<file path="config.mk">
export PLATFORM = sky130hd
export DESIGN_NAME = console_midi_cc_decoder_core_flat
export DESIGN_NICKNAME = d
export VERILOG_FILES = /design/src/rtl/core/cmcd_pkg.sv /design/src/rtl/core/cmcd_if.sv /design/src/rtl/core/cmcd_front.sv /design/src/rtl/core/cmcd_queue.sv /design/src/rtl/core/cmcd_back.sv /design/src/rtl/core/console_midi_cc_decoder_core.sv /design/src/flat_wrapper.sv
export SDC_FILE = /design/constraint.sdc
export NUM_CORES = 2
export LEC_CHECK = 0
export ABC_AREA = 1
export BUFFER_PORTS_ARGS = -buffer_cell sky130_fd_sc_hd__buf_2
export CAP_MARGIN = 20
export CORE_MARGIN = 4
export CORE_UTILIZATION = 60
export DETAILED_ROUTE_END_ITERATION = 7
export PLACE_DENSITY = 0.83
export RECOVER_POWER = 25
export SETUP_SLACK_MARGIN = 0.2
export SYNTH_ARGS = -nofsm -noshare
export SYNTH_HDL_FRONTEND = slang
export SYNTH_SLANG_ARGS = --single-unit
export TNS_END_PERCENT = 10
</file>
<file path="constraint.sdc">
create_clock -name clk -period 7.4 [get_ports clk]
set_input_delay 1.48 -clock clk [delete_from_list [all_inputs] [get_ports clk]]
set_output_delay 1.48 -clock clk [all_outputs]
set_load 0.005 [all_outputs]
</file>
<file path="src/rtl/core/cmcd_pkg.sv">
// Package for the console MIDI CC decoder: codes, layout constants, config and
// decoded-record types, and the position scaling functions. No dependencies.
package cmcd_pkg;

    localparam int MAX_STRIPS_PER_SIDE = 32;
    localparam int CountW = 6;
    localparam int ChanW = 5;
    localparam int StripW = 6;
    localparam int SlotW = StripW + 1;
    localparam int CacheDepth = 1 << SlotW;
    localparam int QueueDepth = 2;

    // register indexes
    localparam logic [2:0] REG_LO_COUNT = 3'd0;
    localparam logic [2:0] REG_HI_COUNT = 3'd1;
    localparam logic [2:0] REG_LO_FCH = 3'd2;
    localparam logic [2:0] REG_HI_FCH = 3'd3;
    localparam logic [2:0] REG_LO_CCH = 3'd4;
    localparam logic [2:0] REG_HI_CCH = 3'd5;
    localparam logic [2:0] REG_MASTER_CH = 3'd6;
    localparam logic [2:0] REG_FLAGS = 3'd7;

    // feature flag bits
    localparam int FLAG_MASTER = 0;
    localparam int FLAG_JOY1 = 1;
    localparam int FLAG_JOY2 = 2;
    localparam int FLAG_AUX = 3;
    localparam int FLAG_FINE = 4;

    // fixed controller numbers
    localparam logic [6:0] CC_MASTER_COARSE = 7'd0;
    localparam logic [6:0] CC_MASTER_FINE = 7'd1;
    localparam logic [6:0] CC_MASTER_SEL = 7'd64;
    localparam logic [6:0] CC_JOY_AXIS = 7'd48;
    localparam logic [6:0] CC_JOY_MUTE = 7'd24;
    localparam logic [6:0] CC_AUX_MUTE = 7'd96;

    localparam logic [6:0] VAL_MUTE_ON = 7'd3;
    localparam logic [6:0] VAL_TOUCH_BEGIN = 7'd6;
    localparam logic [6:0] VAL_TOUCH_END = 7'd5;
    localparam logic [6:0] VAL_SEL = 7'd1;
    localparam logic [6:0] VAL_AUX_MIN = 7'd2;
    localparam logic [6:0] VAL_AUX_MAX = 7'd21;

    typedef enum logic [3:0] {
        EV_UNKNOWN = 4'd0,
        EV_IGNORED = 4'd1,
        EV_POSITION = 4'd2,
        EV_MUTE = 4'd3,
        EV_TOUCH_BEGIN = 4'd4,
        EV_TOUCH_END = 4'd5,
        EV_SEL = 4'd6,
        EV_MASTER_SEL = 4'd7,
        EV_AUX_MUTE = 4'd8
    } event_kind_t;

    typedef enum logic [2:0] {
        CL_FADER = 3'd0,
        CL_MUTE = 3'd1,
        CL_TOUCH = 3'd2,
        CL_JOY_AXIS = 3'd3,
        CL_JOY_MUTE = 3'd4,
        CL_MASTER_FADER = 3'd5,
        CL_MASTER_SEL = 3'd6,
        CL_AUX_MUTE = 3'd7
    } control_class_t;

    typedef struct packed {
        logic [CountW-1:0] lo_count;
        logic [CountW-1:0] hi_count;
        logic [ChanW-1:0] lo_fch;
        logic [ChanW-1:0] hi_fch;
        logic [ChanW-1:0] lo_cch;
        logic [ChanW-1:0] hi_cch;
        logic [ChanW-1:0] master_ch;
        logic [4:0] flags;
    } cfg_t;

    // one classified message, front to back
    typedef struct packed {
        logic used;
        control_class_t cls;
        logic [StripW-1:0] strip;
        logic path;
        logic [3:0] idx;
        logic fine_comb;
        logic [ChanW-1:0] ch;
        logic [6:0] cc;
        logic [6:0] v;
    } dec_t;

    // floor(v*32768/127) = 258*v + floor(2*v/127)
    function automatic logic [15:0] pos7(input logic [6:0] v);
        logic [15:0] base;
        logic [15:0] corr;
        base = (16'(v) << 8) + (16'(v) << 1);
        corr = (v == 7'd127) ? 16'd2 : (v[6] ? 16'd1 : 16'd0);
        return base + corr;
    endfunction

    // floor(c*32768/16383) = 2*c + floor(2*c/16383)
    function automatic logic [15:0] pos14(input logic [6:0] hi, input logic [6:0] lo);
        logic [13:0] comb;
        logic [15:0] corr;
        comb = {hi, lo};
        corr = (comb == 14'h3FFF) ? 16'd2 : (comb[13] ? 16'd1 : 16'd0);
        return (16'(comb) << 1) + corr;
    endfunction

endpackage

</file>
<file path="src/rtl/core/cmcd_if.sv">
// Valid/ready channel interfaces: incoming CC messages and decoded events.
// Depends on cmcd_pkg.
interface cmcd_msg_if;
    logic valid;
    logic ready;
    logic [7:0] status_byte;
    logic [6:0] controller;
    logic [6:0] data_value;

    modport source (output valid, output status_byte, output controller,
                    output data_value, input ready);
    modport sink (input valid, input status_byte, input controller,
                  input data_value, output ready);
endinterface

interface cmcd_evt_if;
    logic valid;
    logic ready;
    logic [3:0] event_kind;
    logic [2:0] control_class;
    logic [cmcd_pkg::StripW-1:0] strip_number;
    logic path_select;
    logic [3:0] control_index;
    logic on_flag;
    logic [15:0] position;
    logic [cmcd_pkg::ChanW-1:0] channel_out;
    logic [6:0] controller_out;
    logic [6:0] value_out;

    modport source (output valid, output event_kind, output control_class,
                    output strip_number, output path_select, output control_index,
                    output on_flag, output position, output channel_out,
                    output controller_out, output value_out, input ready);
    modport sink (input valid, input event_kind, input control_class,
                  input strip_number, input path_select, input control_index,
                  input on_flag, input position, input channel_out,
                  input controller_out, input value_out, output ready);
endinterface

</file>
<file path="src/rtl/core/cmcd_front.sv">
// Front end: accepts a CC beat and maps (channel, controller) to a control.
// Depends on cmcd_pkg and cmcd_if.
module cmcd_front (
    cmcd_msg_if.sink msg_in,
    input  cmcd_pkg::cfg_t cfg,
    input  logic q_full,
    output logic push,
    output cmcd_pkg::dec_t push_data
);

    logic [cmcd_pkg::ChanW-1:0] ch;
    logic [6:0] cc;
    logic [cmcd_pkg::CountW-1:0] lo_sat, hi_sat;
    logic [4:0] wf, wc;
    logic fd_lo, fd_hi, ct_lo, ct_hi;
    // key = {strip, path, later-class}; the larger key is defined later
    logic [cmcd_pkg::StripW+1:0] k_fd_lo, k_fd_hi, k_ct_lo, k_ct_hi;
    logic [cmcd_pkg::StripW+1:0] k_fd, k_ct, k_win;
    logic fd_any, ct_any;
    logic j0_axis, j1_axis, j0_mute, j1_mute;
    cmcd_pkg::dec_t d;

    assign msg_in.ready = !q_full;
    assign push = msg_in.valid && !q_full;

    always_comb
    begin
        ch = {1'b0, msg_in.status_byte[3:0]} + 5'd1;
        cc = msg_in.controller;
        lo_sat = (cfg.lo_count > 6'(cmcd_pkg::MAX_STRIPS_PER_SIDE))
                 ? 6'(cmcd_pkg::MAX_STRIPS_PER_SIDE) : cfg.lo_count;
        hi_sat = (cfg.hi_count > 6'(cmcd_pkg::MAX_STRIPS_PER_SIDE))
                 ? 6'(cmcd_pkg::MAX_STRIPS_PER_SIDE) : cfg.hi_count;
        wf = cc[6:2];
        wc = cc[5:1];

        fd_lo = (ch == cfg.lo_fch) && ({1'b0, wf} < lo_sat);
        fd_hi = (ch == cfg.hi_fch) && ({1'b0, wf} < hi_sat);
        ct_lo = (ch == cfg.lo_cch) && ({1'b0, wc} < lo_sat);
        ct_hi = (ch == cfg.hi_cch) && ({1'b0, wc} < hi_sat);

        k_fd_lo = {{1'b0, wf}, cc[1], 1'b0};
        k_fd_hi = {lo_sat + {1'b0, wf}, cc[1], 1'b0};
        k_ct_lo = {{1'b0, wc}, cc[0], 1'b1};
        k_ct_hi = {lo_sat + {1'b0, wc}, cc[0], 1'b1};

        fd_any = fd_lo || fd_hi;
        ct_any = ct_lo || ct_hi;
        k_fd = fd_hi ? k_fd_hi : k_fd_lo;
        k_ct = ct_hi ? k_ct_hi : k_ct_lo;
        if (fd_any && ct_any)
        begin
            k_win = (k_ct > k_fd) ? k_ct : k_fd;
        end
        else
        begin
            k_win = ct_any ? k_ct : k_fd;
        end

        d = '0;
        d.ch = ch;
        d.cc = cc;
        d.v = msg_in.data_value;
        if (fd_any || ct_any)
        begin
            d.used = 1'b1;
            d.strip = k_win[cmcd_pkg::StripW+1:2];
            d.path = k_win[1];
            if (!k_win[0])
            begin
                d.cls = cmcd_pkg::CL_FADER;
                d.fine_comb = cc[0] && cfg.flags[cmcd_pkg::FLAG_FINE];
            end
            else
            begin
                d.cls = cc[6] ? cmcd_pkg::CL_TOUCH : cmcd_pkg::CL_MUTE;
            end
        end

        if (cfg.flags[cmcd_pkg::FLAG_MASTER] && (ch == cfg.master_ch))
        begin
            if ((cc == cmcd_pkg::CC_MASTER_COARSE) || (cc == cmcd_pkg::CC_MASTER_FINE))
            begin
                d.used = 1'b1;
                d.cls = cmcd_pkg::CL_MASTER_FADER;
                d.strip = '0;
                d.path = 1'b0;
                d.idx = '0;
                d.fine_comb = 1'b0;
            end
            else if (cc == cmcd_pkg::CC_MASTER_SEL)
            begin
                d.used = 1'b1;
                d.cls = cmcd_pkg::CL_MASTER_SEL;
                d.strip = '0;
                d.path = 1'b0;
                d.idx = '0;
                d.fine_comb = 1'b0;
            end
        end

        j0_axis = cfg.flags[cmcd_pkg::FLAG_JOY1] && (ch == cfg.hi_fch)
                  && (cc[6:2] == cmcd_pkg::CC_JOY_AXIS[6:2]) && !cc[0];
        j1_axis = cfg.flags[cmcd_pkg::FLAG_JOY2] && (ch == cfg.hi_fch)
                  && (cc[6:2] == (cmcd_pkg::CC_JOY_AXIS[6:2] + 5'd1)) && !cc[0];
        j0_mute = cfg.flags[cmcd_pkg::FLAG_JOY1] && (ch == cfg.hi_cch)
                  && (cc == cmcd_pkg::CC_JOY_MUTE);
        j1_mute = cfg.flags[cmcd_pkg::FLAG_JOY2] && (ch == cfg.hi_cch)
                  && (cc == (cmcd_pkg::CC_JOY_MUTE + 7'd2));
        if (j0_axis || j1_axis || j0_mute || j1_mute)
        begin
            d.used = 1'b1;
            d.cls = (j0_axis || j1_axis) ? cmcd_pkg::CL_JOY_AXIS : cmcd_pkg::CL_JOY_MUTE;
            d.strip = '0;
            d.path = (j0_axis || j1_axis) ? cc[1] : 1'b0;
            d.idx = {3'b000, j1_axis || j1_mute};
            d.fine_comb = 1'b0;
        end

        if (cfg.flags[cmcd_pkg::FLAG_AUX] && (ch == cfg.master_ch)
            && (cc == cmcd_pkg::CC_AUX_MUTE))
        begin
            d.used = 1'b1;
            d.cls = cmcd_pkg::CL_AUX_MUTE;
            d.strip = '0;
            d.path = 1'b0;
            d.idx = '0;
            d.fine_comb = 1'b0;
        end

        push_data = d;
    end

endmodule

</file>
<file path="src/rtl/core/cmcd_queue.sv">
// Two-entry queue of classified messages between front and back end.
// Depends on cmcd_pkg.
module cmcd_queue (
    input  logic clk,
    input  logic rst_n,
    input  logic push,
    input  cmcd_pkg::dec_t push_data,
    output logic full,
    input  logic pop,
    output logic not_empty,
    output cmcd_pkg::dec_t pop_data
);

    cmcd_pkg::dec_t entry_reg [cmcd_pkg::QueueDepth];
    logic wr_ptr_reg, wr_ptr_next;
    logic rd_ptr_reg, rd_ptr_next;
    logic [1:0] count_reg, count_next;

    assign full = (count_reg == 2'(cmcd_pkg::QueueDepth));
    assign not_empty = (count_reg != 2'd0);
    assign pop_data = entry_reg[rd_ptr_reg];

    always_comb
    begin
        wr_ptr_next = wr_ptr_reg ^ push;
        rd_ptr_next = rd_ptr_reg ^ pop;
        count_next = count_reg + {1'b0, push} - {1'b0, pop};
    end

    always_ff @(posedge clk or negedge rst_n)
    begin
        if (!rst_n)
        begin
            wr_ptr_reg <= 1'b0;
            rd_ptr_reg <= 1'b0;
            count_reg <= 2'd0;
        end
        else
        begin
            wr_ptr_reg <= wr_ptr_next;
            rd_ptr_reg <= rd_ptr_next;
            count_reg <= count_next;
        end
    end

    always_ff @(posedge clk)
    begin
        if (push)
        begin
            entry_reg[wr_ptr_reg] <= push_data;
        end
    end

endmodule

</file>
<file path="src/rtl/core/cmcd_back.sv">
// Back end: fader coarse cache read, event classification, position scaling
// and the output register. Depends on cmcd_pkg and cmcd_if.
module cmcd_back (
    input  logic clk,
    input  logic rst_n,
    input  logic q_not_empty,
    input  cmcd_pkg::dec_t q_data,
    output logic pop,
    cmcd_evt_if.source evt_out
);

    logic [6:0] cache_mem [cmcd_pkg::CacheDepth];
    logic [cmcd_pkg::CacheDepth-1:0] cache_vld_reg;
    logic [6:0] rd_data_reg;
    logic rd_vld_reg;
    logic fwd_hit_reg;
    logic [6:0] fwd_val_reg;

    logic s2_valid_reg;
    cmcd_pkg::dec_t s2_reg;
    logic out_valid_reg;

    logic s2_adv;
    logic [cmcd_pkg::SlotW-1:0] rd_slot, wr_slot;
    logic wr_en;
    logic [6:0] coarse;

    cmcd_pkg::event_kind_t kind_next, kind_reg;
    logic [2:0] class_next, class_reg;
    logic [cmcd_pkg::StripW-1:0] strip_next, strip_reg;
    logic path_next, path_reg;
    logic [3:0] idx_next, idx_reg;
    logic on_next, on_reg;
    logic [15:0] pos_next, pos_reg;
    logic [cmcd_pkg::ChanW-1:0] ch_reg;
    logic [6:0] cc_reg, v_reg;

    assign s2_adv = s2_valid_reg && (!out_valid_reg || evt_out.ready);
    assign pop = q_not_empty && (!s2_valid_reg || s2_adv);
    assign rd_slot = {q_data.strip, q_data.path};
    assign wr_slot = {s2_reg.strip, s2_reg.path};
    assign wr_en = s2_adv && s2_reg.used && (s2_reg.cls == cmcd_pkg::CL_FADER)
                   && !s2_reg.fine_comb;
    // a write in the same beat as the read is forwarded
    assign coarse = fwd_hit_reg ? fwd_val_reg : (rd_vld_reg ? rd_data_reg : 7'd0);

    always_comb
    begin
        kind_next = cmcd_pkg::EV_UNKNOWN;
        class_next = 3'd0;
        strip_next = '0;
        path_next = 1'b0;
        idx_next = '0;
        on_next = 1'b0;
        pos_next = '0;
        if (s2_reg.used)
        begin
            class_next = s2_reg.cls;
            strip_next = s2_reg.strip;
            path_next = s2_reg.path;
            idx_next = s2_reg.idx;
            unique case (s2_reg.cls)
                cmcd_pkg::CL_FADER:
                begin
                    kind_next = cmcd_pkg::EV_POSITION;
                    pos_next = s2_reg.fine_comb ? cmcd_pkg::pos14(coarse, s2_reg.v)
                                                : cmcd_pkg::pos7(s2_reg.v);
                end
                cmcd_pkg::CL_MUTE, cmcd_pkg::CL_JOY_MUTE:
                begin
                    kind_next = cmcd_pkg::EV_MUTE;
                    on_next = (s2_reg.v == cmcd_pkg::VAL_MUTE_ON);
                end
                cmcd_pkg::CL_TOUCH:
                begin
                    if (s2_reg.v == cmcd_pkg::VAL_TOUCH_BEGIN)
                        kind_next = cmcd_pkg::EV_TOUCH_BEGIN;
                    else if (s2_reg.v == cmcd_pkg::VAL_TOUCH_END)
                        kind_next = cmcd_pkg::EV_TOUCH_END;
                    else if (s2_reg.v == cmcd_pkg::VAL_SEL)
                        kind_next = cmcd_pkg::EV_SEL;
                    else
                        kind_next = cmcd_pkg::EV_IGNORED;
                end
                cmcd_pkg::CL_JOY_AXIS, cmcd_pkg::CL_MASTER_FADER:
                begin
                    kind_next = cmcd_pkg::EV_POSITION;
                    pos_next = cmcd_pkg::pos7(s2_reg.v);
                end
                cmcd_pkg::CL_MASTER_SEL:
                begin
                    kind_next = (s2_reg.v == cmcd_pkg::VAL_SEL) ? cmcd_pkg::EV_MASTER_SEL
                                                                : cmcd_pkg::EV_IGNORED;
                end
                default:
                begin
                    if ((s2_reg.v >= cmcd_pkg::VAL_AUX_MIN) && (s2_reg.v <= cmcd_pkg::VAL_AUX_MAX))
                    begin
                        kind_next = cmcd_pkg::EV_AUX_MUTE;
                        idx_next = 4'((s2_reg.v - cmcd_pkg::VAL_AUX_MIN) >> 1);
                        on_next = s2_reg.v[0];
                    end
                    else
                    begin
                        kind_next = cmcd_pkg::EV_IGNORED;
                    end
                end
            endcase
        end
    end

    always_ff @(posedge clk or negedge rst_n)
    begin
        if (!rst_n)
        begin
            s2_valid_reg <= 1'b0;
            out_valid_reg <= 1'b0;
            cache_vld_reg <= '0;
        end
        else
        begin
            if (pop)
                s2_valid_reg <= 1'b1;
            else if (s2_adv)
                s2_valid_reg <= 1'b0;
            if (s2_adv)
                out_valid_reg <= 1'b1;
            else if (evt_out.ready)
                out_valid_reg <= 1'b0;
            if (wr_en)
                cache_vld_reg[wr_slot] <= 1'b1;
        end
    end

    always_ff @(posedge clk)
    begin
        if (wr_en)
            cache_mem[wr_slot] <= s2_reg.v;
        if (pop)
        begin
            s2_reg <= q_data;
            rd_data_reg <= cache_mem[rd_slot];
            rd_vld_reg <= cache_vld_reg[rd_slot];
            fwd_hit_reg <= wr_en && (wr_slot == rd_slot);
            fwd_val_reg <= s2_reg.v;
        end
        if (s2_adv)
        begin
            kind_reg <= kind_next;
            class_reg <= class_next;
            strip_reg <= strip_next;
            path_reg <= path_next;
            idx_reg <= idx_next;
            on_reg <= on_next;
            pos_reg <= pos_next;
            ch_reg <= s2_reg.ch;
            cc_reg <= s2_reg.cc;
            v_reg <= s2_reg.v;
        end
    end

    assign evt_out.valid = out_valid_reg;
    assign evt_out.event_kind = kind_reg;
    assign evt_out.control_class = class_reg;
    assign evt_out.strip_number = strip_reg;
    assign evt_out.path_select = path_reg;
    assign evt_out.control_index = idx_reg;
    assign evt_out.on_flag = on_reg;
    assign evt_out.position = pos_reg;
    assign evt_out.channel_out = ch_reg;
    assign evt_out.controller_out = cc_reg;
    assign evt_out.value_out = v_reg;

endmodule

</file>
<file path="src/rtl/core/console_midi_cc_decoder_core.sv">
// Console MIDI CC decoder, top level: config registers, front, queue, back.
// Input beat to result beat passes the queue, the cache read and the output reg.
// Throughput: one beat per cycle while evt_out is ready; the coarse cache has one read
// and one write port, used once each per beat, with same-slot writes forwarded.
// Reset: counts 0, channels 1, flags 0; coarse cache reads as zero until written.
// Depends on cmcd_pkg, cmcd_if, cmcd_front, cmcd_queue, cmcd_back.
module console_midi_cc_decoder_core (
    input  logic clk,
    input  logic rst_n,
    input  logic cfg_we,
    input  logic [2:0] cfg_index,
    input  logic [cmcd_pkg::CountW-1:0] cfg_data,
    cmcd_msg_if.sink msg_in,
    cmcd_evt_if.source evt_out
);

    cmcd_pkg::cfg_t cfg_reg;
    logic push, q_full, q_pop, q_not_empty;
    cmcd_pkg::dec_t push_data, q_data;

    always_ff @(posedge clk or negedge rst_n)
    begin
        if (!rst_n)
        begin
            cfg_reg.lo_count <= '0;
            cfg_reg.hi_count <= '0;
            cfg_reg.lo_fch <= 5'd1;
            cfg_reg.hi_fch <= 5'd1;
            cfg_reg.lo_cch <= 5'd1;
            cfg_reg.hi_cch <= 5'd1;
            cfg_reg.master_ch <= 5'd1;
            cfg_reg.flags <= '0;
        end
        else if (cfg_we)
        begin
            unique case (cfg_index)
                cmcd_pkg::REG_LO_COUNT:  cfg_reg.lo_count <= cfg_data;
                cmcd_pkg::REG_HI_COUNT:  cfg_reg.hi_count <= cfg_data;
                cmcd_pkg::REG_LO_FCH:    cfg_reg.lo_fch <= cfg_data[4:0];
                cmcd_pkg::REG_HI_FCH:    cfg_reg.hi_fch <= cfg_data[4:0];
                cmcd_pkg::REG_LO_CCH:    cfg_reg.lo_cch <= cfg_data[4:0];
                cmcd_pkg::REG_HI_CCH:    cfg_reg.hi_cch <= cfg_data[4:0];
                cmcd_pkg::REG_MASTER_CH: cfg_reg.master_ch <= cfg_data[4:0];
                default:                 cfg_reg.flags <= cfg_data[4:0];
            endcase
        end
    end

    cmcd_front u_front (
        .msg_in    (msg_in),
        .cfg       (cfg_reg),
        .q_full    (q_full),
        .push      (push),
        .push_data (push_data)
    );

    cmcd_queue u_queue (
        .clk       (clk),
        .rst_n     (rst_n),
        .push      (push),
        .push_data (push_data),
        .full      (q_full),
        .pop       (q_pop),
        .not_empty (q_not_empty),
        .pop_data  (q_data)
    );

    cmcd_back u_back (
        .clk         (clk),
        .rst_n       (rst_n),
        .q_not_empty (q_not_empty),
        .q_data      (q_data),
        .pop         (q_pop),
        .evt_out     (evt_out)
    );

`ifndef SYNTHESIS
    a_push_lands: assert property (@(posedge clk) disable iff (!rst_n)
        (msg_in.valid && msg_in.ready) |=> q_not_empty)
        else $error("accepted beat did not reach the queue");
    a_pop_needs_data: assert property (@(posedge clk) disable iff (!rst_n)
        q_pop |-> q_not_empty)
        else $error("pop from empty queue");
    a_cfg_write: assert property (@(posedge clk) disable iff (!rst_n)
        (cfg_we && (cfg_index == cmcd_pkg::REG_LO_COUNT)) |=>
        (cfg_reg.lo_count == $past(cfg_data)))
        else $error("strip count write lost");
`endif

endmodule

</file>
<file path="src/flat_wrapper.sv">
// flat-port wrapper written by rule: the top's interface ports become plain ports
module console_midi_cc_decoder_core_flat 
  (clk, rst_n, cfg_we, cfg_index, cfg_data, msg_in_valid, msg_in_status_byte, msg_in_controller, msg_in_data_value, msg_in_ready, evt_out_valid, evt_out_event_kind, evt_out_control_class, evt_out_strip_number, evt_out_path_select, evt_out_control_index, evt_out_on_flag, evt_out_position, evt_out_channel_out, evt_out_controller_out, evt_out_value_out, evt_out_ready);
  cmcd_msg_if msg_in_i ();
  cmcd_evt_if evt_out_i ();
  input  logic clk;
  input  logic rst_n;
  input  logic cfg_we;
  input  logic [2:0] cfg_index;
  input  logic [cmcd_pkg::CountW-1:0] cfg_data;
  input wire logic [$bits(msg_in_i.valid)-1:0] msg_in_valid;
  input wire logic [$bits(msg_in_i.status_byte)-1:0] msg_in_status_byte;
  input wire logic [$bits(msg_in_i.controller)-1:0] msg_in_controller;
  input wire logic [$bits(msg_in_i.data_value)-1:0] msg_in_data_value;
  output wire logic [$bits(msg_in_i.ready)-1:0] msg_in_ready;
  output wire logic [$bits(evt_out_i.valid)-1:0] evt_out_valid;
  output wire logic [$bits(evt_out_i.event_kind)-1:0] evt_out_event_kind;
  output wire logic [$bits(evt_out_i.control_class)-1:0] evt_out_control_class;
  output wire logic [$bits(evt_out_i.strip_number)-1:0] evt_out_strip_number;
  output wire logic [$bits(evt_out_i.path_select)-1:0] evt_out_path_select;
  output wire logic [$bits(evt_out_i.control_index)-1:0] evt_out_control_index;
  output wire logic [$bits(evt_out_i.on_flag)-1:0] evt_out_on_flag;
  output wire logic [$bits(evt_out_i.position)-1:0] evt_out_position;
  output wire logic [$bits(evt_out_i.channel_out)-1:0] evt_out_channel_out;
  output wire logic [$bits(evt_out_i.controller_out)-1:0] evt_out_controller_out;
  output wire logic [$bits(evt_out_i.value_out)-1:0] evt_out_value_out;
  input wire logic [$bits(evt_out_i.ready)-1:0] evt_out_ready;
  assign msg_in_i.valid = msg_in_valid;
  assign msg_in_i.status_byte = msg_in_status_byte;
  assign msg_in_i.controller = msg_in_controller;
  assign msg_in_i.data_value = msg_in_data_value;
  assign msg_in_ready = msg_in_i.ready;
  assign evt_out_valid = evt_out_i.valid;
  assign evt_out_event_kind = evt_out_i.event_kind;
  assign evt_out_control_class = evt_out_i.control_class;
  assign evt_out_strip_number = evt_out_i.strip_number;
  assign evt_out_path_select = evt_out_i.path_select;
  assign evt_out_control_index = evt_out_i.control_index;
  assign evt_out_on_flag = evt_out_i.on_flag;
  assign evt_out_position = evt_out_i.position;
  assign evt_out_channel_out = evt_out_i.channel_out;
  assign evt_out_controller_out = evt_out_i.controller_out;
  assign evt_out_value_out = evt_out_i.value_out;
  assign evt_out_i.ready = evt_out_ready;
  console_midi_cc_decoder_core u_core (.clk(clk), .rst_n(rst_n), .cfg_we(cfg_we), .cfg_index(cfg_index), .cfg_data(cfg_data), .msg_in(msg_in_i), .evt_out(evt_out_i));
endmodule
</file>
======== Word-level counts from Yosys, hierarchy flattened ========
Memory sizes are Yosys's and may differ from the RTL's. A register that Yosys moved wholly into a read port is not among the register bits.
Cells that the tools add are included.
word-level totals
  bits in writable memories ............... 966
  memories kept ........................... 2
  bits in registers ....................... 274
memories
  memory                    words  bits a word  rd ports  clocked after memory_dff  write ports  RTL line          source
  u_core.u_back.cache_mem   128    7            1         1                         1            cmcd_back.sv:12   logic [6:0] cache_mem [cmcd_pkg::CacheDepth];
  u_core.u_queue.entry_reg  2      35           1         0                         1            cmcd_queue.sv:14  cmcd_pkg::dec_t entry_reg [cmcd_pkg::QueueDepth];
cells by class
  $add $sub $neg .......................... 9
  equality and inequality tests ........... 32
  muxes and demuxes ....................... 49
  reduce and logical (&&, ||, !) cells .... 63
  bitwise logic cells ..................... 4
  $lt $le $gt $ge ......................... 12
operators with widths
  kind                                                  count
  OR 128 bit                                            1
  two-way mux 16 bit                                    6
  two-way mux 8 bit                                     5
  one-hot mux 16 bit (2 select lines)                   1
  logical AND 1 bit                                     28
  equality test 5 bit                                   5
  < comparator 5 x 6 -> 1 bit                           4
  equality test 7 bit (second input constant)           3
  equality test 3 bit (second input constant)           6
  adder 15 x 2 -> 16 bit                                1
  adder 15 x 8 -> 16 bit                                1
  adder 16 x 2 -> 16 bit                                1
  < comparator 7 x 8 -> 1 bit (second input constant)   2
  two-way mux 1 bit                                     16
  one-hot mux 4 bit (4 select lines)                    1
  AND reduction 2 bit                                   8
  two-way mux 3 bit                                     5
  equality test 14 bit (second input constant)          1
  equality test 7 x 1 -> 1 bit (second input constant)  2
  equality test 7 x 3 -> 1 bit (second input constant)  2
  equality test 7 x 5 -> 1 bit (second input constant)  2
  two-way mux 7 bit                                     2
  OR reduction 7 bit                                    2
  adder 6 x 5 -> 6 bit                                  2
  other kinds (32)                                      62

======== Logic depth before layout (Yosys ltp) ========
  word-level depth ........................ 15
  gate-level depth with buffers ........... 25
  gate-level depth less buffers ........... 25

======== Hierarchy ========
From an unflattened synthesis, not the netlist that was laid out.
second synthesis, totals
  cells, all modules ...................... 4881
  area total of the unflattened synthesis .. 53293.6 um^2
by module, submodules not included
  module                        instances  cells an instance  sequential area each (um^2)  area each (um^2)
  cmcd_back                     1          4069               33311.9                      46299.4
  cmcd_queue                    1          207                2202.1                       2959.1
  cmcd_front                    1          402                0.0                          2294.7
  console_midi_cc_decoder_core  1          203                1057.3                       1740.4

======== Worst setup path after synthesis ========
No wires, ideal clock.
  kind .................................... input-to-reg
  start point ............................. input evt_out_ready
  end point ............................... memory u_core.u_back.cache_mem[122][0] (enable)
  arrival ................................. 5.824 ns
  slack ................................... 1.216 ns
  cell stages on the path ................. 7
  cells stage by stage .................... inv_1 > a21oi_1 > nand4_2 > nor2_1 > nand2_1 > clkbuf_1 > nor2_1
on the way
  longest elaborated chain between the ends .. 7
RTL lines
  item                                     RTL line            source
  start: declaration                       flat_wrapper.sv:27  input wire logic [$bits(evt_out_i.ready)-1:0] evt_out_ready;
  logical OR 1 bit                         cmcd_back.sv:38     assign s2_adv = s2_valid_reg && (!out_valid_reg || evt_out.ready);
  logical AND 1 bit                        cmcd_back.sv:38
  via u_core.u_back.s2_adv                 cmcd_back.sv:23     logic s2_adv;
  logical AND 1 bit (2 in series)          cmcd_back.sv:42     assign wr_en = s2_adv && s2_reg.used && (s2_reg.cls == cmcd_pkg::CL_FADER)
  logical AND 1 bit                        cmcd_back.sv:43     && !s2_reg.fine_comb;
  two-way mux 1 bit                        cmcd_back.sv:137    if (wr_en)
  two-way mux 1 bit (implied by the code)  cmcd_back.sv:138    cache_mem[wr_slot] <= s2_reg.v;
  end: declaration                         cmcd_back.sv:12
The timed path passes the listed nets, and every way through them passes these cells.

======== Final worst setup path ========
  start point ............................. register u_core.u_back.s2_reg[3] in the netlist's numbering
  end point ............................... register u_core.u_back.pos_reg[14] (netlist: u_core.u_back.evt_out.position[14]) (data pin)
on the way
  longest elaborated chain between the ends .. 5
  elaborated cells between the ends (all ways) .. 9
  those cells by class .................... add/sub: 3; eq/ne: 2; mux: 4
RTL lines
  item                                                                            RTL line          source
  start: declaration                                                              cmcd_back.sv:20   cmcd_pkg::dec_t s2_reg;
  start signal: assignment                                                        cmcd_back.sv:141  s2_reg <= q_data;
  parallel branches: the longest is 4 deep, another holds adder 15 x 8 -> 16 bit  --
  one-hot mux 16 bit (2 select lines) *                                           cmcd_back.sv:62   unique case (s2_reg.cls)
  end signal: assignment                                                          cmcd_back.sv:155  pos_reg <= pos_next;
  end: declaration                                                                cmcd_back.sv:34   logic [15:0] pos_next, pos_reg;
Mark *: on every way between the ends.
A chain may end at the register's enable or synchronous reset.

==> flow_summary.toml <==
[outcome]
outcome = "finished, violations left"
violations = "capacitance limit, slew limit"

[route]
routed_wl_mm = 131
drt-initial-drc-count = 4844
wire_per_inst_um = 20.5
dr_total_vias = 37900
drtAntennaViolNets = 0
drc = 0
dr.pass1.iters = 6
vias_per_cell = 5.92

[clocking]
cts_tree = "done"
cts_setup_buffers = 0
cts_root_buf = "clkbuf_16"
clk_pin_slew_worst_paths_ns = 0.07
clockBufferDepth = 3
cts-hold-fix-buffers = 0
cts_htree_levels = 3
clkSinkCount = 1238
cts_buffers = 117
cts_resized = 0
insertion_delay_ns = 0.71

[global_route]
use_met2 = 0.448
grt_usage = 0.274
grt_overflow = 0
grt_pass1_vias = 37100
grt_max_degree = 252
antenna_found_initial = 2
grtUsageMet1 = 0.360
grt_pass1_wl_mm = 204
grt_util_met3 = 0.0481
top_usage_layer = "met2"

[layout]
fillers = 6093
drive_above_1_share = 0.0685
nets = 5220
area_growth_syn_to_layout_pct = 9.10
fin_util = 0.664
multi_input_area_um2 = 14200
largest_reg_flops = 896
seqCellArea_um2 = 36300
stdcell_count = 6405

[place]
dpl_worst_slack_ns = 2.46
dp.cells = 6180
port_buffers = 87
post-dp-hpwl_mm = 71.8
gp_congestion = 0.884

[timing]
fin_setup_tns_ns = 0
grt_setup_unrepaired = "false"
slew_viol_final = 459
hold_viol_final = 0
relSlewSlack = -2.11
fin_skew_ns = 0.0379
fmax_ghz = 0.186
layout_min_cycle_time_ns = 5.38
setup_viol = 0
tightest_slew_ns = 4.66
period_share = 0.727
layout_setup_ws_ns = 2.02

[critical_path]
cpMaxStageDelayCell = "clkbuf_1"
cp_common_cell = "nand2_1"
critical_path_class = "flop to flop"
worst_ep_arrival_time_ns = 5.83
cp_max_fo = 66
r2r_start = "u_core.u_back.s2_reg[3]$_DFFE_PP_"
path_cells = "clkbuf_1 -> clkinv_1 -> nor2_1 -> nand2_1 -> nor2_1 -> nand2_1 -> o21ai_0 -> o311ai_0 -> nand2_1 -> inv_1"
critPathLaunchType = "flop"
r2r_slack_ns = 2.02
crit_buf_inv = 3
crit_family = "buffers and inverters"
endpoint_kind = "flop"
r2r-end = "u_core.u_back.evt_out.position[14]$_SDFFCE_PN0P_"
max_stage_delay_ns = 2.35
crit_required_ns = 7.85
r2r_cells = 10

[yosys]
ys.flop_type = "edfxtp_1"
postSynth.asyncResetShare = 0.142
ys_seq_area_frac = 0.670
netlist_instances = 5161
synth_seq_cells = 1238
synth_top_area_share = 0.588
synth_area_leader_cell = "edfxtp_1"
yosys-top-cells-area = "edfxtp_1 (59%), nand2_1 (10%), dfrtp_1 (7.9%)"
synth.distinct_cells = 44
synth_edf_count = 1062
synth_common_cells = "nand2_1 (1468), edfxtp_1 (1062), nand3_1 (692)"
ys_warn_count = 0
netlist_area_um2 = 54200
syn_nets = 5245
avgSynthCellArea_um2 = 10.5
synth_most_common_cell = "nand2_1"

[min_path]
hold_depth = 0
hp-class = "flop to flop"
worstHoldStart = "u_core.u_back.s2_reg[7]$_DFFE_PP_"
hold_end = "u_core.u_back.evt_out.controller_out[0]$_DFFE_PP_"

[floorplan]
die_w_um = 309
core.rowCount = 109
dieArea_um2 = 95200
dieHeight_um = 309
ios = 92
start_util = 0.609
core_um2 = 89100

[pwr]
power_density_nw_per_um2 = 401
power_leakage_nw = 23.9
irDropWorstVdd_mv = 0.428

[job]
maxCapViolations = 7
## metrics by stage
| stage | hold WS (ns) | total power, mW | instance area [um^2] |
|---|---|---|---|
| floorplan | 0.400 | 14.7 | 54200 |
| global placement | 0.402 | 17.2 | 55300 |
| detailed placement | 0.405 | 17.4 | 55300 |
| CTS | 0.415 | 23.5 | 59200 |
| global route | 0.419 | 24.7 | 59100 |
| finish | 0.416 | 23.7 | 59100 |
## logic make-up after synthesis
family,Yosys count,share of synthesized area
AO/OA/AOI/OAI,456,0.0530
XOR/XNOR,33,0.00533
adder cells (fa/ha/maj),48,0.0114
buffers and inverters,918,0.0692
flip-flops,1238,0.670
AND/OR/NAND/NOR,2468,0.191
## cell type report
type,instances,area share
diodes,2,0.0000846
clock buffers,171,0.0571
clock inverters,50,0.00834
inverters,639,0.0407
multi-input cells,3005,0.241
flip-flops and latches,1238,0.614
well taps,1165,0.0247
repair buffers,135,0.0144
## worst reg2reg max path, stage by stage, from the launching register on
cell      delay (ns)
edfxtp_1        0.35
clkbuf_1        2.35
clkinv_1        1.09
nor2_1          0.35
nand2_1         0.11
nor2_1          0.24
nand2_1         0.15
o21ai_0         0.16
o311ai_0        0.18
nand2_1         0.10
inv_1           0.05
## routing by layer
metal / vias to the layer above / part of all wire
met5: - / 0.00013
met4: 2 / 0.051
met3: 483 / 0.099
met2: 2253 / 0.48
met1: 17900 / 0.37
li1: 17300 / -
## cells in the final DEF, fill, tap and decap left out, drive strengths merged, types with 2 or more instances in the layout
cell	count
nand2	1475
edfxtp	1062
nand3	693
inv	641
nor2	226
o211ai	203
clkbuf	194
o21ai	190
dfrtp	171
buf	112
a21oi	47
ha	46
clkinv	37
or2	35
xor2	23
nand4	17
nor3	16
xnor2	10
bufinv	9
a22oi	6
dfstp	5
nor4	5
diode	2
o21a	2
o2111ai	2
o311ai	2
a211oi	2
fa	2
clkinvlp	2
## where the power goes
group          switching, mW  internal, mW
registers              0.255          9.03
logic                   6.35          2.03
clock network           2.56          3.47
## worst max-delay path by stage
stage                                       from  depth (start not counted)  slack [ns]                                                to
4_1_cts                    msg_in_status_byte[0]                         19        3.18         u_core.u_queue.entry_reg[0][29]$_DFFE_PP_
2_1_floorplan                      evt_out_ready                          7        1.22         u_core.u_back.cache_mem[122][0]$_DFFE_PP_
5_1_grt        u_core.u_back.s2_reg[3]$_DFFE_PP_                         10        1.47  u_core.u_back.evt_out.position[14]$_SDFFCE_PN0P_
6_report       u_core.u_back.s2_reg[3]$_DFFE_PP_                         10        2.02  u_core.u_back.evt_out.position[14]$_SDFFCE_PN0P_
3_3_place_gp               msg_in_status_byte[0]                         19        2.47         u_core.u_queue.entry_reg[0][25]$_DFFE_PP_
3_5_place_dp               msg_in_status_byte[0]                         19        2.46         u_core.u_queue.entry_reg[0][25]$_DFFE_PP_
No activity file was read; power rests on OpenSTA's default activity.
